==> src/rtl/slx_pkg.sv <==
// Shared types, character codes and class functions for the s-expression lexer.
// Used by every module under rtl; depends on nothing.
package slx_pkg;

    localparam int SLX_QUEUE_DEPTH = 4;

    localparam logic [7:0] CH_NUL    = 8'h00;
    localparam logic [7:0] CH_TAB    = 8'h09;
    localparam logic [7:0] CH_LF     = 8'h0A;
    localparam logic [7:0] CH_CR     = 8'h0D;
    localparam logic [7:0] CH_SPACE  = 8'h20;
    localparam logic [7:0] CH_DQUOTE = 8'h22;
    localparam logic [7:0] CH_SQUOTE = 8'h27;
    localparam logic [7:0] CH_LPAREN = 8'h28;
    localparam logic [7:0] CH_RPAREN = 8'h29;
    localparam logic [7:0] CH_DOT    = 8'h2E;
    localparam logic [7:0] CH_SEMI   = 8'h3B;

    typedef enum logic [1:0] {
        MODE_IDLE,
        MODE_HOLD,
        MODE_STRING,
        MODE_COMMENT
    } mode_t;

    typedef enum logic [2:0] {
        KIND_OPEN,
        KIND_CLOSE,
        KIND_QUOTE,
        KIND_STRING,
        KIND_SYMBOL,
        KIND_DOT
    } kind_t;

    typedef struct packed {
        logic        unterminated;
        logic        token_end;
        logic        token_start;
        kind_t       token_kind;
        logic [7:0]  token_char;
    } result_t;

    // One accepted byte's worth of results; r1 used only when two is set.
    typedef struct packed {
        logic    two;
        result_t r1;
        result_t r0;
    } entry_t;

    function automatic logic is_space(input logic [7:0] b);
        return (b == CH_SPACE) || (b == CH_LF) || (b == CH_TAB) || (b == CH_CR);
    endfunction

    function automatic logic is_sym(input logic [7:0] b);
        logic r;
        case (b) inside
            ["A":"Z"], ["a":"z"], ["0":"9"],
            "!", "?", "#", "$", "%", "&", "=", "~", "^", "[", "]", "{",
            "}", "<", ">", ".", "_", "*", "/", "+", "-": r = 1'b1;
            default: r = 1'b0;
        endcase
        return r;
    endfunction

    function automatic result_t mk_result(input logic [7:0] ch, input kind_t kind,
                                          input logic st, input logic en,
                                          input logic unt);
        result_t r;
        r.token_char   = ch;
        r.token_kind   = kind;
        r.token_start  = st;
        r.token_end    = en;
        r.unterminated = unt;
        return r;
    endfunction

endpackage

==> src/rtl/slx_front.sv <==
// Front end: accepts text bytes, runs the lexer state and builds result entries.
// Depends on slx_pkg.
module slx_front (
    input  logic              aclk,
    input  logic              aresetn,
    input  logic              s_tvalid,
    output logic              s_tready,
    input  logic [7:0]        s_tdata,   // [7:0] text_byte
    input  logic              q_full,
    output logic              q_push,
    output slx_pkg::entry_t   q_entry
);
    import slx_pkg::*;

    mode_t      mode_reg, mode_next;
    logic [7:0] held_char_reg, held_char_next;
    logic       held_dot_reg, held_dot_next;
    logic       held_start_reg, held_start_next;
    logic       accept;

    assign s_tready = !q_full;
    assign accept   = s_tvalid && !q_full;

    always_ff @(posedge aclk) begin
        if (!aresetn) begin
            mode_reg <= MODE_IDLE;
        end else if (accept) begin
            mode_reg <= mode_next;
        end
    end

    always_ff @(posedge aclk) begin
        if (accept) begin
            held_char_reg  <= held_char_next;
            held_dot_reg   <= held_dot_next;
            held_start_reg <= held_start_next;
        end
    end

    always_comb begin
        logic [7:0] b;
        logic       idle_work;
        logic       n0;
        logic       iv;
        result_t    ir;
        b               = s_tdata;
        idle_work       = 1'b0;
        n0              = 1'b0;
        iv              = 1'b0;
        ir              = mk_result(b, KIND_OPEN, 1'b1, 1'b1, 1'b0);
        mode_next       = mode_reg;
        held_char_next  = held_char_reg;
        held_dot_next   = held_dot_reg;
        held_start_next = held_start_reg;
        q_entry         = '0;

        unique case (mode_reg)
            MODE_STRING: begin
                n0 = 1'b1;
                if (b == CH_DQUOTE) begin
                    q_entry.r0 = mk_result(b, KIND_STRING, 1'b0, 1'b1, 1'b0);
                    mode_next  = MODE_IDLE;
                end else if (b == CH_NUL) begin
                    q_entry.r0 = mk_result(CH_NUL, KIND_STRING, 1'b0, 1'b1, 1'b1);
                    mode_next  = MODE_IDLE;
                end else begin
                    q_entry.r0 = mk_result(b, KIND_STRING, 1'b0, 1'b0, 1'b0);
                end
            end
            MODE_COMMENT: begin
                if (b == CH_LF || b == CH_NUL) begin
                    mode_next = MODE_IDLE;
                end
            end
            MODE_HOLD: begin
                n0 = 1'b1;
                if (held_dot_reg && is_space(b)) begin
                    q_entry.r0 = mk_result(held_char_reg, KIND_DOT, 1'b1, 1'b1, 1'b0);
                    mode_next  = MODE_IDLE;
                end else if (is_sym(b)) begin
                    q_entry.r0 = mk_result(held_char_reg, KIND_SYMBOL, held_start_reg,
                                           1'b0, 1'b0);
                    held_char_next  = b;
                    held_dot_next   = 1'b0;
                    held_start_next = 1'b0;
                end else begin
                    q_entry.r0 = mk_result(held_char_reg, KIND_SYMBOL, held_start_reg,
                                           1'b1, 1'b0);
                    mode_next  = MODE_IDLE;
                    idle_work  = 1'b1;
                end
            end
            default: begin
                mode_next = MODE_IDLE;
                idle_work = 1'b1;
            end
        endcase

        if (idle_work) begin
            if (b == CH_LPAREN) begin
                iv = 1'b1;
                ir = mk_result(b, KIND_OPEN, 1'b1, 1'b1, 1'b0);
            end else if (b == CH_RPAREN) begin
                iv = 1'b1;
                ir = mk_result(b, KIND_CLOSE, 1'b1, 1'b1, 1'b0);
            end else if (b == CH_SQUOTE) begin
                iv = 1'b1;
                ir = mk_result(b, KIND_QUOTE, 1'b1, 1'b1, 1'b0);
            end else if (b == CH_DQUOTE) begin
                iv        = 1'b1;
                ir        = mk_result(b, KIND_STRING, 1'b1, 1'b0, 1'b0);
                mode_next = MODE_STRING;
            end else if (b == CH_SEMI) begin
                mode_next = MODE_COMMENT;
            end else if (is_sym(b)) begin
                mode_next       = MODE_HOLD;
                held_char_next  = b;
                held_dot_next   = (b == CH_DOT);
                held_start_next = 1'b1;
            end
        end

        if (iv) begin
            if (n0) begin
                q_entry.r1  = ir;
                q_entry.two = 1'b1;
            end else begin
                q_entry.r0 = ir;
            end
        end

        q_push = accept && (n0 || iv);
    end

endmodule

==> src/rtl/slx_fifo.sv <==
// Short entry queue between the lexer front end and the output serializer.
// Depends on slx_pkg.
module slx_fifo #(
    parameter int DEPTH = slx_pkg::SLX_QUEUE_DEPTH
) (
    input  logic             aclk,
    input  logic             aresetn,
    input  logic             push,
    input  slx_pkg::entry_t  push_entry,
    input  logic             pop,
    output slx_pkg::entry_t  head_entry,
    output logic             full,
    output logic             empty
);
    import slx_pkg::*;

    localparam int PTR_W = (DEPTH > 1) ? $clog2(DEPTH) : 1;
    localparam int CNT_W = $clog2(DEPTH + 1);

    entry_t             slots_reg [DEPTH];
    logic [PTR_W-1:0]   wr_ptr_reg, wr_ptr_next;
    logic [PTR_W-1:0]   rd_ptr_reg, rd_ptr_next;
    logic [CNT_W-1:0]   count_reg, count_next;

    assign full       = (count_reg == CNT_W'(DEPTH));
    assign empty      = (count_reg == '0);
    assign head_entry = slots_reg[rd_ptr_reg];

    always_comb begin
        wr_ptr_next = wr_ptr_reg;
        rd_ptr_next = rd_ptr_reg;
        count_next  = count_reg;
        if (push) begin
            wr_ptr_next = (wr_ptr_reg == PTR_W'(DEPTH - 1)) ? '0 : wr_ptr_reg + 1'b1;
        end
        if (pop) begin
            rd_ptr_next = (rd_ptr_reg == PTR_W'(DEPTH - 1)) ? '0 : rd_ptr_reg + 1'b1;
        end
        if (push && !pop) begin
            count_next = count_reg + 1'b1;
        end else if (pop && !push) begin
            count_next = count_reg - 1'b1;
        end
    end

    always_ff @(posedge aclk) begin
        if (!aresetn) begin
            wr_ptr_reg <= '0;
            rd_ptr_reg <= '0;
            count_reg  <= '0;
        end else begin
            wr_ptr_reg <= wr_ptr_next;
            rd_ptr_reg <= rd_ptr_next;
            count_reg  <= count_next;
        end
    end

    always_ff @(posedge aclk) begin
        if (push) begin
            slots_reg[wr_ptr_reg] <= push_entry;
        end
    end

endmodule

==> src/rtl/slx_back.sv <==
// Back end: drains queue entries onto the result stream, one result per transfer.
// Depends on slx_pkg.
module slx_back (
    input  logic             aclk,
    input  logic             aresetn,
    input  slx_pkg::entry_t  head_entry,
    input  logic             q_empty,
    output logic             q_pop,
    output logic             m_tvalid,
    input  logic             m_tready,
    output logic [15:0]      m_tdata,   // [7:0] token_char, [8] token_start,
                                        // [9] token_end, [10] unterminated
    output logic [2:0]       m_tuser,   // [2:0] token_kind
    output logic             m_tlast    // run_last
);
    import slx_pkg::*;

    logic    slot_reg, slot_next;
    logic    fire;
    logic    last;
    result_t cur;

    assign m_tvalid = !q_empty;
    assign fire     = m_tvalid && m_tready;
    assign cur      = slot_reg ? head_entry.r1 : head_entry.r0;
    assign last     = slot_reg || !head_entry.two;
    assign q_pop    = fire && last;

    assign m_tdata = {5'b0, cur.unterminated, cur.token_end, cur.token_start, cur.token_char};
    assign m_tuser = cur.token_kind;
    assign m_tlast = last;

    always_comb begin
        slot_next = slot_reg;
        if (fire) begin
            slot_next = !last;
        end
    end

    always_ff @(posedge aclk) begin
        if (!aresetn) begin
            slot_reg <= 1'b0;
        end else begin
            slot_reg <= slot_next;
        end
    end

endmodule

==> src/rtl/lisp_token_lexer.sv <==
// A paren, quote or string byte's result is written to the entry queue when the byte is
// accepted and is offered on the result stream behind any queued results; a symbol or dot
// byte waits for the byte after it. Throughput: one text byte per cycle while the queue is
// not full; a byte that closes a held symbol and opens a paren, quote or string token gives
// two results in one entry, which the entry queue (QUEUE_DEPTH entries) absorbs until full.
// Reset (aresetn low, synchronous): lexer idle, queue empty, no held byte.
module lisp_token_lexer #(
    parameter int QUEUE_DEPTH = slx_pkg::SLX_QUEUE_DEPTH
) (
    input  logic         aclk,
    input  logic         aresetn,
    input  logic         s_tvalid,
    output logic         s_tready,
    input  logic [7:0]   s_tdata,   // [7:0] text_byte
    output logic         m_tvalid,
    input  logic         m_tready,
    output logic [15:0]  m_tdata,   // [7:0] token_char, [8] token_start,
                                    // [9] token_end, [10] unterminated
    output logic [2:0]   m_tuser,   // [2:0] token_kind
    output logic         m_tlast    // run_last
);
    import slx_pkg::*;

    entry_t push_entry;
    entry_t head_entry;
    logic   q_push;
    logic   q_pop;
    logic   q_full;
    logic   q_empty;

    slx_front u_front (
        .aclk     (aclk),
        .aresetn  (aresetn),
        .s_tvalid (s_tvalid),
        .s_tready (s_tready),
        .s_tdata  (s_tdata),
        .q_full   (q_full),
        .q_push   (q_push),
        .q_entry  (push_entry)
    );

    slx_fifo #(
        .DEPTH (QUEUE_DEPTH)
    ) u_fifo (
        .aclk       (aclk),
        .aresetn    (aresetn),
        .push       (q_push),
        .push_entry (push_entry),
        .pop        (q_pop),
        .head_entry (head_entry),
        .full       (q_full),
        .empty      (q_empty)
    );

    slx_back u_back (
        .aclk       (aclk),
        .aresetn    (aresetn),
        .head_entry (head_entry),
        .q_empty    (q_empty),
        .q_pop      (q_pop),
        .m_tvalid   (m_tvalid),
        .m_tready   (m_tready),
        .m_tdata    (m_tdata),
        .m_tuser    (m_tuser),
        .m_tlast    (m_tlast)
    );

    a_no_push_when_full: assert property (@(posedge aclk) disable iff (!aresetn)
        q_push |-> !q_full)
        else $error("queue overflow");

    a_pair_first_ends: assert property (@(posedge aclk) disable iff (!aresetn)
        (q_push && push_entry.two) |-> (push_entry.r0.token_end &&
            push_entry.r0.token_kind == KIND_SYMBOL && push_entry.r1.token_start))
        else $error("two-result entry without closed symbol first");

    a_unterminated_shape: assert property (@(posedge aclk) disable iff (!aresetn)
        (m_tvalid && m_tdata[10]) |-> (m_tdata[9] && !m_tdata[8] &&
            m_tuser == KIND_STRING && m_tlast))
        else $error("bad unterminated string mark");

endmodule
==> config.mk <==
export PLATFORM = sky130hd
export DESIGN_NAME = lisp_token_lexer
export DESIGN_NICKNAME = d
export VERILOG_FILES = /design/src/rtl/slx_pkg.sv /design/src/rtl/slx_front.sv /design/src/rtl/slx_fifo.sv /design/src/rtl/slx_back.sv /design/src/rtl/lisp_token_lexer.sv
export SDC_FILE = /design/constraint.sdc
export NUM_CORES = 1
export LEC_CHECK = 0
export BUFFER_PORTS_ARGS = -buffer_cell sky130_fd_sc_hd__buf_2
export CORE_MARGIN = 2
export CORE_UTILIZATION = 30
export CTS_BUF_LIST = sky130_fd_sc_hd__clkbuf_4 sky130_fd_sc_hd__clkbuf_8
export CTS_CLUSTER_SIZE = 12
export DETAILED_ROUTE_END_ITERATION = 10
export PLACE_DENSITY = 0.42
export SETUP_SLACK_MARGIN = 0.05
export SLEW_MARGIN = 20
export SYNTH_ARGS = -nofsm -noshare
export SYNTH_HDL_FRONTEND = slang
export SYNTH_SLANG_ARGS = --single-unit
==> constraint.sdc <==
create_clock -name aclk -period 5.3 [get_ports aclk]
set_input_delay 0.265 -clock aclk [delete_from_list [all_inputs] [get_ports aclk]]
set_output_delay 0.265 -clock aclk [all_outputs]
set_load 0.05 [all_outputs]
; ---- Word-level counts from Yosys, hierarchy flattened
; Memories as Yosys holds them, arrays and structs flattened. A register that Yosys moved wholly into a read port is not among the register bits.
; Index checks and enable logic that the tools add are counted.
[totals]
regBits = 20
latch_bits = 0
mem_bits_rw = 116
mem_bits_ro = 0
inputBits = 12
out_inout_bits = 22
memories = 1
[mem_list]
columns = memory, depth, width, rd, rd_clocked_by_memory_dff, wr, line
row1 = u_fifo.slots_reg, 4, 29, 1, 1, 1, slx_fifo.sv:20  ; entry_t slots_reg [DEPTH];
[classes]
n_addsub = 4
multipliers = 0
div_mod_pow = 0
order_cmp = 6
eq_ne = 36
shifts = 0
mux = 83
bitwise = 0
reduce_logical = 28
[ops]
columns = cell, n
row1 = "equality test 8 x 6 -> 1 bit, second input constant", 20
row2 = two-way mux 14 bit, 9
row3 = two-way mux 8 bit, 10
row4 = "equality test 8 x 7 -> 1 bit, second input constant", 7
row5 = two-way mux 1 bit, 39
row6 = two-way mux 2 bit, 16
row7 = two-way mux 29 bit, 1
row8 = one-hot mux 14 bit (2 select lines), 1
row9 = two-way mux 13 bit, 2
row10 = "equality test 8 x 4 -> 1 bit, second input constant", 3
row11 = OR reduction 24 bit, 1
row12 = ">= comparator 8 x 7 -> 1 bit, second input constant", 2
row13 = "less-or-equal comparator 8 x 7 -> 1 bit, second input constant", 2
row14 = two-way mux 15 bit, 1
row15 = logical AND 1 bit, 10
row16 = "equality test 2 bit, second input constant", 4
row17 = ">= comparator 8 x 6 -> 1 bit, second input constant", 1
row18 = "less-or-equal comparator 8 x 6 -> 1 bit, second input constant", 1
row19 = logical NOT 8 bit, 1
row20 = logical NOT 1 bit, 6
row21 = logical OR 1 bit, 6
row22 = two-way mux 3 bit, 2
row23 = one-hot mux 2 bit (3 select lines), 1
row24 = "adder 2 x 1 -> 2 bit, second input constant", 2
row25 = 8 further kinds, 9

; ---- Longest topological paths before layout
; Gate-level depths: netlist (run 1).
[logic_depth]
depth_word = 18
mapped_depth = 14
mapped_depth_nobuf = 11

; ---- Modules after synthesis
; From an unflattened synthesis (run 1), not the netlist that was laid out.
[unflattened]
cells_unflattened = 407
area_unflattened_um2 = 6498.7
[modules_own_cells]
columns = mod, n_inst, cells_each, area_each_um2
row1 = slx_fifo, 1, 195, 4650.7
row2 = slx_front, 1, 182, 1552.7
row3 = slx_back, 1, 30, 295.3

; ---- Worst setup path after synthesis (run 1)
; No wires, ideal clock.
[synth_timing]
path_kind = register -> register
startpoint = register with a tool-made name
endpoint = register u_fifo.count_reg[2]
setup_ns = 0.076
arrival_time_ns = 2.915
required_ns = 5.224
setup_slack_ns = 2.309
path_stages_with_launch = 12
n_path_buf = 1
period_less_slack_ns = 2.991
path_cell_list = dfxtp_1 -> clkbuf_1 -> mux4_2 -> nand2b_1 -> nor2b_1 -> inv_1 -> ha_1 -> inv_1 -> fa_1 -> xor2_1 -> or3_1 -> a21boi_0
[synth_lines]
columns = item, line
row1 = "end signal, assigned", slx_fifo.sv:54  ; count_reg <= count_next;
row2 = "end, declared", slx_fifo.sv:23  ; logic [CNT_W-1:0] count_reg, count_next;

; ---- Worst setup path in the final report (run 1)
[layout_timing]
startpoint = register u_front.mode_reg[0]
endpoint = register u_fifo.count_reg[2]
[layout_via]
elab_chain_len = 9
word_cells_on_any_way = 15
[layout_lines]
columns = item, line
row1 = "start, declared", slx_front.sv:15  ; mode_t mode_reg, mode_next;
row2 = "start signal, assigned", slx_front.sv:28  ; mode_reg <= mode_next;
row3 = "equality test 2 bit, on equally long branches", n/a
row4 = OR reduction 2 bit (no line), n/a
row5 = one-hot mux 1 bit (2 select lines), slx_front.sv:57  ; unique case (mode_reg)
row6 = two-way mux 1 bit, slx_front.sv:99  ; if (idle_work) begin
row7 = logical OR 1 bit *, slx_front.sv:132  ; q_push = accept && (n0 || iv);
row8 = logical AND 1 bit *, slx_front.sv:132
row9 = logical NOT 1 bit, slx_fifo.sv:41  ; end else if (pop && !push) begin
row10 = logical AND 1 bit, slx_fifo.sv:41
row11 = nonzero test 2 bit (no line), n/a
; Mark *: on every way between the ends. The rest lies on a longest branch, timed or not.
; A chain may end at the register's enable or synchronous reset.

==> metrics.txt, run 1 <==
VDD IR max=0.146 mV; final hold violations=0; number of buffers created by CTS=17; Die X=143 um; clock sinks=126; Final Setup Violations=0; Worst Path Required=5.65 ns; Fin Setup TNS=0 ns; skew final=0.0118 ns; global-route wire length before repair=18.9 mm; crit path launch type=flip-flop; hold slack=0.203 ns; antenna violations before repair=0; Post-Layout Inst Area=0.00659 sq mm; Net Sw Frac=between 20% and 30%; GRT Overall Usage=between 10% and 20%; height of the die=143 um; Mapped Cells=378; area leader, netlist=edfxtp_1; area grow syn2layout=13.4%; IO Count=34; CTS resizes=0; Initial DRC Count=163; Cell Chain, Critical Path=inv_1, ha_1, nor2_1, o21a_1, o21a_1, ha_1, inv_1, fa_1, xor2_1, or3_1, a21boi_0; max cap viols=0; fraction of registers with async set/reset=0%; RSZ-0062 raised after global routing=no; post-synth cell types=57; share of layout cells above drive strength 1=27.3%; Die Footprint=approximately 0.020 sq mm; first drt pass iteration count=4; max reg flops=between 100 and 150; largest net degree at the start of global routing=27; synthesized cell area=0.00581 sq mm; commonest cells after routing, fill and taps aside=edfxtp_1 (114), buf_2 (28), mux4_2 (26); Synth Flop Type=edfxtp_1; crit path DAT=3.31 ns; Slew Viols, Final=0; sequential share of power=51.4%; EDFF count, synth=roughly 110; Post-Syn Area per Cell=15.4 sq um; P_int=around 1.6 mW; top-area cell type share of the netlist area=about three fifths; leading cell type in the layout, fill and taps excluded=edfxtp_1; cell leakage power=2.16 nW; DRC=0; Ys Warns=0; vias in the first global route=3290; PD cells=336 mW/mm^2; status=finished, final reports clean; Post-CTS Setup Bufs=0; critical path class=reg2reg; GPL Wtd Cong=0.803; Placed Area=approximately 0.0062 sq mm; worst-skew pair later-pin latency=0.43 ns; fin crit share=55.9%; H-tree depth reported by CTS=4; via count=3179; grt ovf=0; fin crit period=between 2 and 3 ns; dpl hpwl=7.59 mm; P_sw=0.617 mW; Starting Density=a little under a third; slowest stage delay, CP=0.43 ns; Antenna Nets Post-Route=0; Area contributors post-synth=edfxtp_1 (59%), mux4_2 (10%), dfxtp_1 (4.1%); clock root buffer=clkbuf_8; Max FO, Critical Path=8; NumNets Final=443; Rel. slew slack=35.3%; Port Buffers=28; Clock Tree Buf Depth=2; Logic pwr share=15.0%; slew of the pin with the lowest slew margin=0.970 ns; Yosys reg bits=126; Antenna Diode Count=0; Hold Crit Class=in2reg; r2r setup slk=approximately 2.3 ns; CTS clk-pin slew, worst paths=roughly 0.070 ns; hold_buf cts=0; Crit. End Element=flip-flop; FMAX=approximately 340 MHz; Crit path buffers/inverters=2; core region area=about 0.019 sq mm; DRT Wirelength=11.9 mm; clock power share=approximately 34%; CP delay by family, top=adder cells; post-layout util=between 30% and 40%; num rows=50; Slowest-stage cell, CP=dfxtp_1; vias per cell=4.59; CTS tree=done; WL/cell=17.2 um; proportion of synthesized chip area in sequential cells=63.1%
layer usage:
metal,global-route usage [%],vias to the layer above,share of wire (%)
met5,0,-,0
li1,-,1518,-
met4,4.53,0,1.1
met1,17.3,1602,48
met2,19.7,50,47
met3,3.52,9,3.2
power groups by stage:
stage / sequential [mW] / combinational, mW / clock (mW)
after global routing: 1.14 / 0.360 / 0.815
after global placement: 1.16 / 0.336 / 0
after floorplan: 1.14 / 0.280 / 0
after CTS: 1.14 / 0.338 / 0.777
final: 1.14 / 0.332 / 0.743
after detailed placement: 1.16 / 0.337 / 0
synthesized netlist by cell type (4+ instances only):
cell type  instances
dfxtp_1           12
ha_1              11
mux2i_1            4
nor2b_1           12
a21oi_1            9
nand3_1            6
nor3_1             5
nand2_1           20
nand2b_1           5
buf_2              6
a22o_1             8
buf_1              4
o21ai_0            5
and3_1             4
edfxtp_1         114
mux4_2            26
buf_4              6
inv_1             13
nor2_1            20
o2bb2ai_1          4
o21a_1             4
mux2_2            19
clkbuf_1          10
and2_1             6
worst register-to-register path: cells and delay by family (launching register included):
kind	cells	cell delay [ns]
simple gates	2	0.45
fa+ha+maj	3	0.97
buf+inv	2	0.16
compound gates	3	0.73
flops	1	0.43
xor+xnor	1	0.16
layout make-up:
cell class | instances | area [sq um]
flip-flops and latches | 126 | 3660
clock inverters | 15 | 120
inverters | 13 | 48.8
repair buffers | 34 | 185
well taps | 260 | 325
multi-input cells | 227 | 2010
fillers | 1860 | 12200
clock buffers | 17 | 234
metrics by stage:
step | cells | worst slack, ns | power [mW]
4_1_cts | 692 | 2.28 | 2.25
2_1_floorplan | 394 | 2.31 | 1.42
6_report | 692 | 2.34 | 2.21
5_1_grt | 692 | 2.05 | 2.32
3_5_place_dp | 660 | 1.93 | 1.50
3_3_place_gp | 660 | 2.06 | 1.49
worst paths after layout:
path / startpoint / endpoint / cells past startpoint
max: u_front.mode_reg[0] / u_fifo.count_reg[2] / 11
min: aresetn / u_back.slot_reg / 2
max reg2reg: u_front.mode_reg[0] / u_fifo.count_reg[2] / 11
min reg2reg: u_fifo.count_reg[2] / u_fifo.count_reg[2] / 2
logic make-up (layout without fill, tap and decap cells):
group	after synthesis	in the layout	share of synthesized area [%]
AO/OA/AOI/OAI	47	47	6.03
XOR/XNOR	3	3	0.775
adder cells (fa/ha/maj)	12	12	2.71
buffers and inverters	41	79	3.42
flip-flops	126	126	63.1
multiplexers	49	49	14.5
other	1	17	0.0646
AND/OR/NAND/NOR	99	99	9.48
Power figures use the tool's default switching activity.
==> inputs of run 2 (changes only) <==
--- a/config.mk
+++ b/config.mk
@@ -11,7 +11,7 @@
 export CTS_BUF_LIST = sky130_fd_sc_hd__clkbuf_4 sky130_fd_sc_hd__clkbuf_8
 export CTS_CLUSTER_SIZE = 12
 export DETAILED_ROUTE_END_ITERATION = 10
-export PLACE_DENSITY = 0.42
+export PLACE_DENSITY = 0.44
 export SETUP_SLACK_MARGIN = 0.05
 export SLEW_MARGIN = 20
 export SYNTH_ARGS = -nofsm -noshare
==> constraint.sdc (replaced) <==
create_clock -name aclk -period 2.5 [get_ports aclk]
set_input_delay 0.125 -clock aclk [delete_from_list [all_inputs] [get_ports aclk]]
set_output_delay 0.125 -clock aclk [all_outputs]
set_load 0.05 [all_outputs]
==> run 2 against run 1 <==
  * Design area grew 4.5%
  * Sequential power up 110%
  * Via count is 3.9% higher
  * Setup slack lost 2.1 ns
  * Non-clock buffer count is 22 higher
  * Critical path depth down 7
  * Global-route usage rose by 0.23 points
==> metrics.txt, run 2 (same netlist as run 1, synthesis figures left out) <==
status=finished, final reports clean; Worst Hold Launch=m_tready; skew final=0.00605 ns (-0.00577 ns); DRC=0 (unchanged); final hold violations=0 (unchanged); global-route wire length before repair=19.5 mm (+3.3%); Clock Tree Buf Depth=2 (unchanged); via count=3302 (+3.9%); leading cell type in the layout, fill and taps excluded=edfxtp_1; IO Count=34 (unchanged); Slew Viols, Final=0 (unchanged); vias per cell=4.62 (+0.67%); grt met3 use=3.35% (-0.17 points); Max FO, Critical Path=25 (+17); fin crit share=92.4%; met1 Use GR=16.6% (-0.72 points); Placed Area=0.00649 sq mm (+4.1%); max reg flops=104 (unchanged); FMAX=433 MHz; number of buffers created by CTS=17 (unchanged); Starting Density=30.9% (unchanged); area grow syn2layout=18.4%; Final Setup Violations=0 (unchanged); Port Buffers=28 (unchanged); Die Footprint=0.0205 sq mm (unchanged); GPL Wtd Cong=0.874 (+8.9%); Hold Crit Class=in2reg; commonest cells after routing, fill and taps aside=edfxtp_1 (114), buf_2 (28), mux4_2 (26); slew of the pin with the lowest slew margin=0.505 ns (-0.465 ns); critical path class=reg2out; Crit. End Element=primary output; crit path DAT=2.19 ns (-1.12 ns); routing usage on met2=21.4% (+1.7 points); RSZ-0062 raised after global routing=no; PD cells=709 mW/mm^2 (+110%); crit path launch type=flip-flop; max cap viols=0 (unchanged); height of the die=143 um (unchanged); num rows=50 (unchanged); reg2reg start=u_fifo.count_reg[0]; largest net degree at the start of global routing=27 (unchanged); Antenna Nets Post-Route=0 (unchanged); GRT busiest layer=met2; VDD IR max=0.277 mV (+90%); vias in the first global route=3495 (+6.2%); Worst Path Required=2.38 ns (-3.27 ns); dpl hpwl=7.79 mm (+2.7%); antenna violations before repair=0 (unchanged); clock sinks=126 (unchanged); Die X=143 um (unchanged); DRT Wirelength=12.1 mm (+1.4%); grt ovf=0 (unchanged); worst-skew pair later-pin latency=0.43 ns (about the same); CTS tree=done; Antenna Diode Count=0 (unchanged); GRT Overall Usage=13.0% (+0.23 points); first drt pass iteration count=5 (+1); core region area=0.0188 sq mm (unchanged); share of layout cells above drive strength 1=33.9% (+6.6 points); NumNets Final=465 (+5.0%); Rel. slew slack=66.0% (+31 points); CTS clk-pin slew, worst paths=0.07 ns (about the same); clock root buffer=clkbuf_8; fin crit period=2.31 ns; cell leakage power=2.31 nW (+6.9%); Post-CTS Setup Bufs=0 (unchanged); Post-Layout Inst Area=0.00688 sq mm (+4.5%); Fin Setup TNS=0 ns (unchanged); H-tree depth reported by CTS=4 (unchanged); WL/cell=16.9 um (-1.7%); Initial DRC Count=177 (+8.6%)
run 2: changes by cell type in the layout (fill, tap and decap cells not counted), sizes merged:
cell      previous run  this run
clkbuf              17        18
clkinv               7         6
buf                 34        56
bufinv               1         2
clkinvlp             5         4
run 2: metal layers:
metal  vias up  share of wire, %
li1       1561                 -
met1      1662                47
met2        64                48
met3        15               3.4
met4         0               1.5
met5         -                 0
run 2: path summary, 6_finish.rpt:
check | to | depth (start not counted) | slack (ns)
setup / recovery | m_tdata[3] | 4 | 0.19
hold reg to reg | u_fifo.count_reg[2] | 2 | 0.52
setup reg to reg | u_fifo.count_reg[2] | 10 | 0.22
hold / removal | u_back.slot_reg | 4 | 0.05
run 2: final cells by class:
type                       count  area, sq um
clock inverter                14          144
multi-input combinational    227         2050
sequential                   126         3670
fill                        1826        12000
clock buffer                  18          241
inverter                      13         48.8
timing repair buffer          56          408
tap                          260          325
run 2: repair_timing:
action | in CTS | in global routing
setup endpoints to repair | 12 | 2
hold buffers | 0 | 0
pin swaps | 0 | 0
gates resized for setup | 2 | 2
run 2: metrics by stage:
step	hold slack (ns)	power [mW]	cells	setup WS [ns]	util, %
floorplan	0.278	3.04	394	-0.0223	-
global placement	0.495	3.22	682	0.0655	34.4
detailed placement	0.509	3.23	682	0.0256	34.4
CTS	0.0308	4.96	714	0.0984	36.5
global route	0.0427	5.12	714	0.0621	36.5
finish	0.0516	4.88	714	0.189	36.5
run 2: report_power, final:
part	switching (mW)	internal, mW	total (mW)
registers	0.0378	2.35	2.39
clock network	0.814	0.894	1.71
logic	0.485	0.295	0.780
run 2: critical path: stages, from the launching register on:
cell	delay [ns]
dfxtp_2	0.36
buf_8	0.30
mux4_2	0.56
mux2_2	0.30
buf_2	0.22
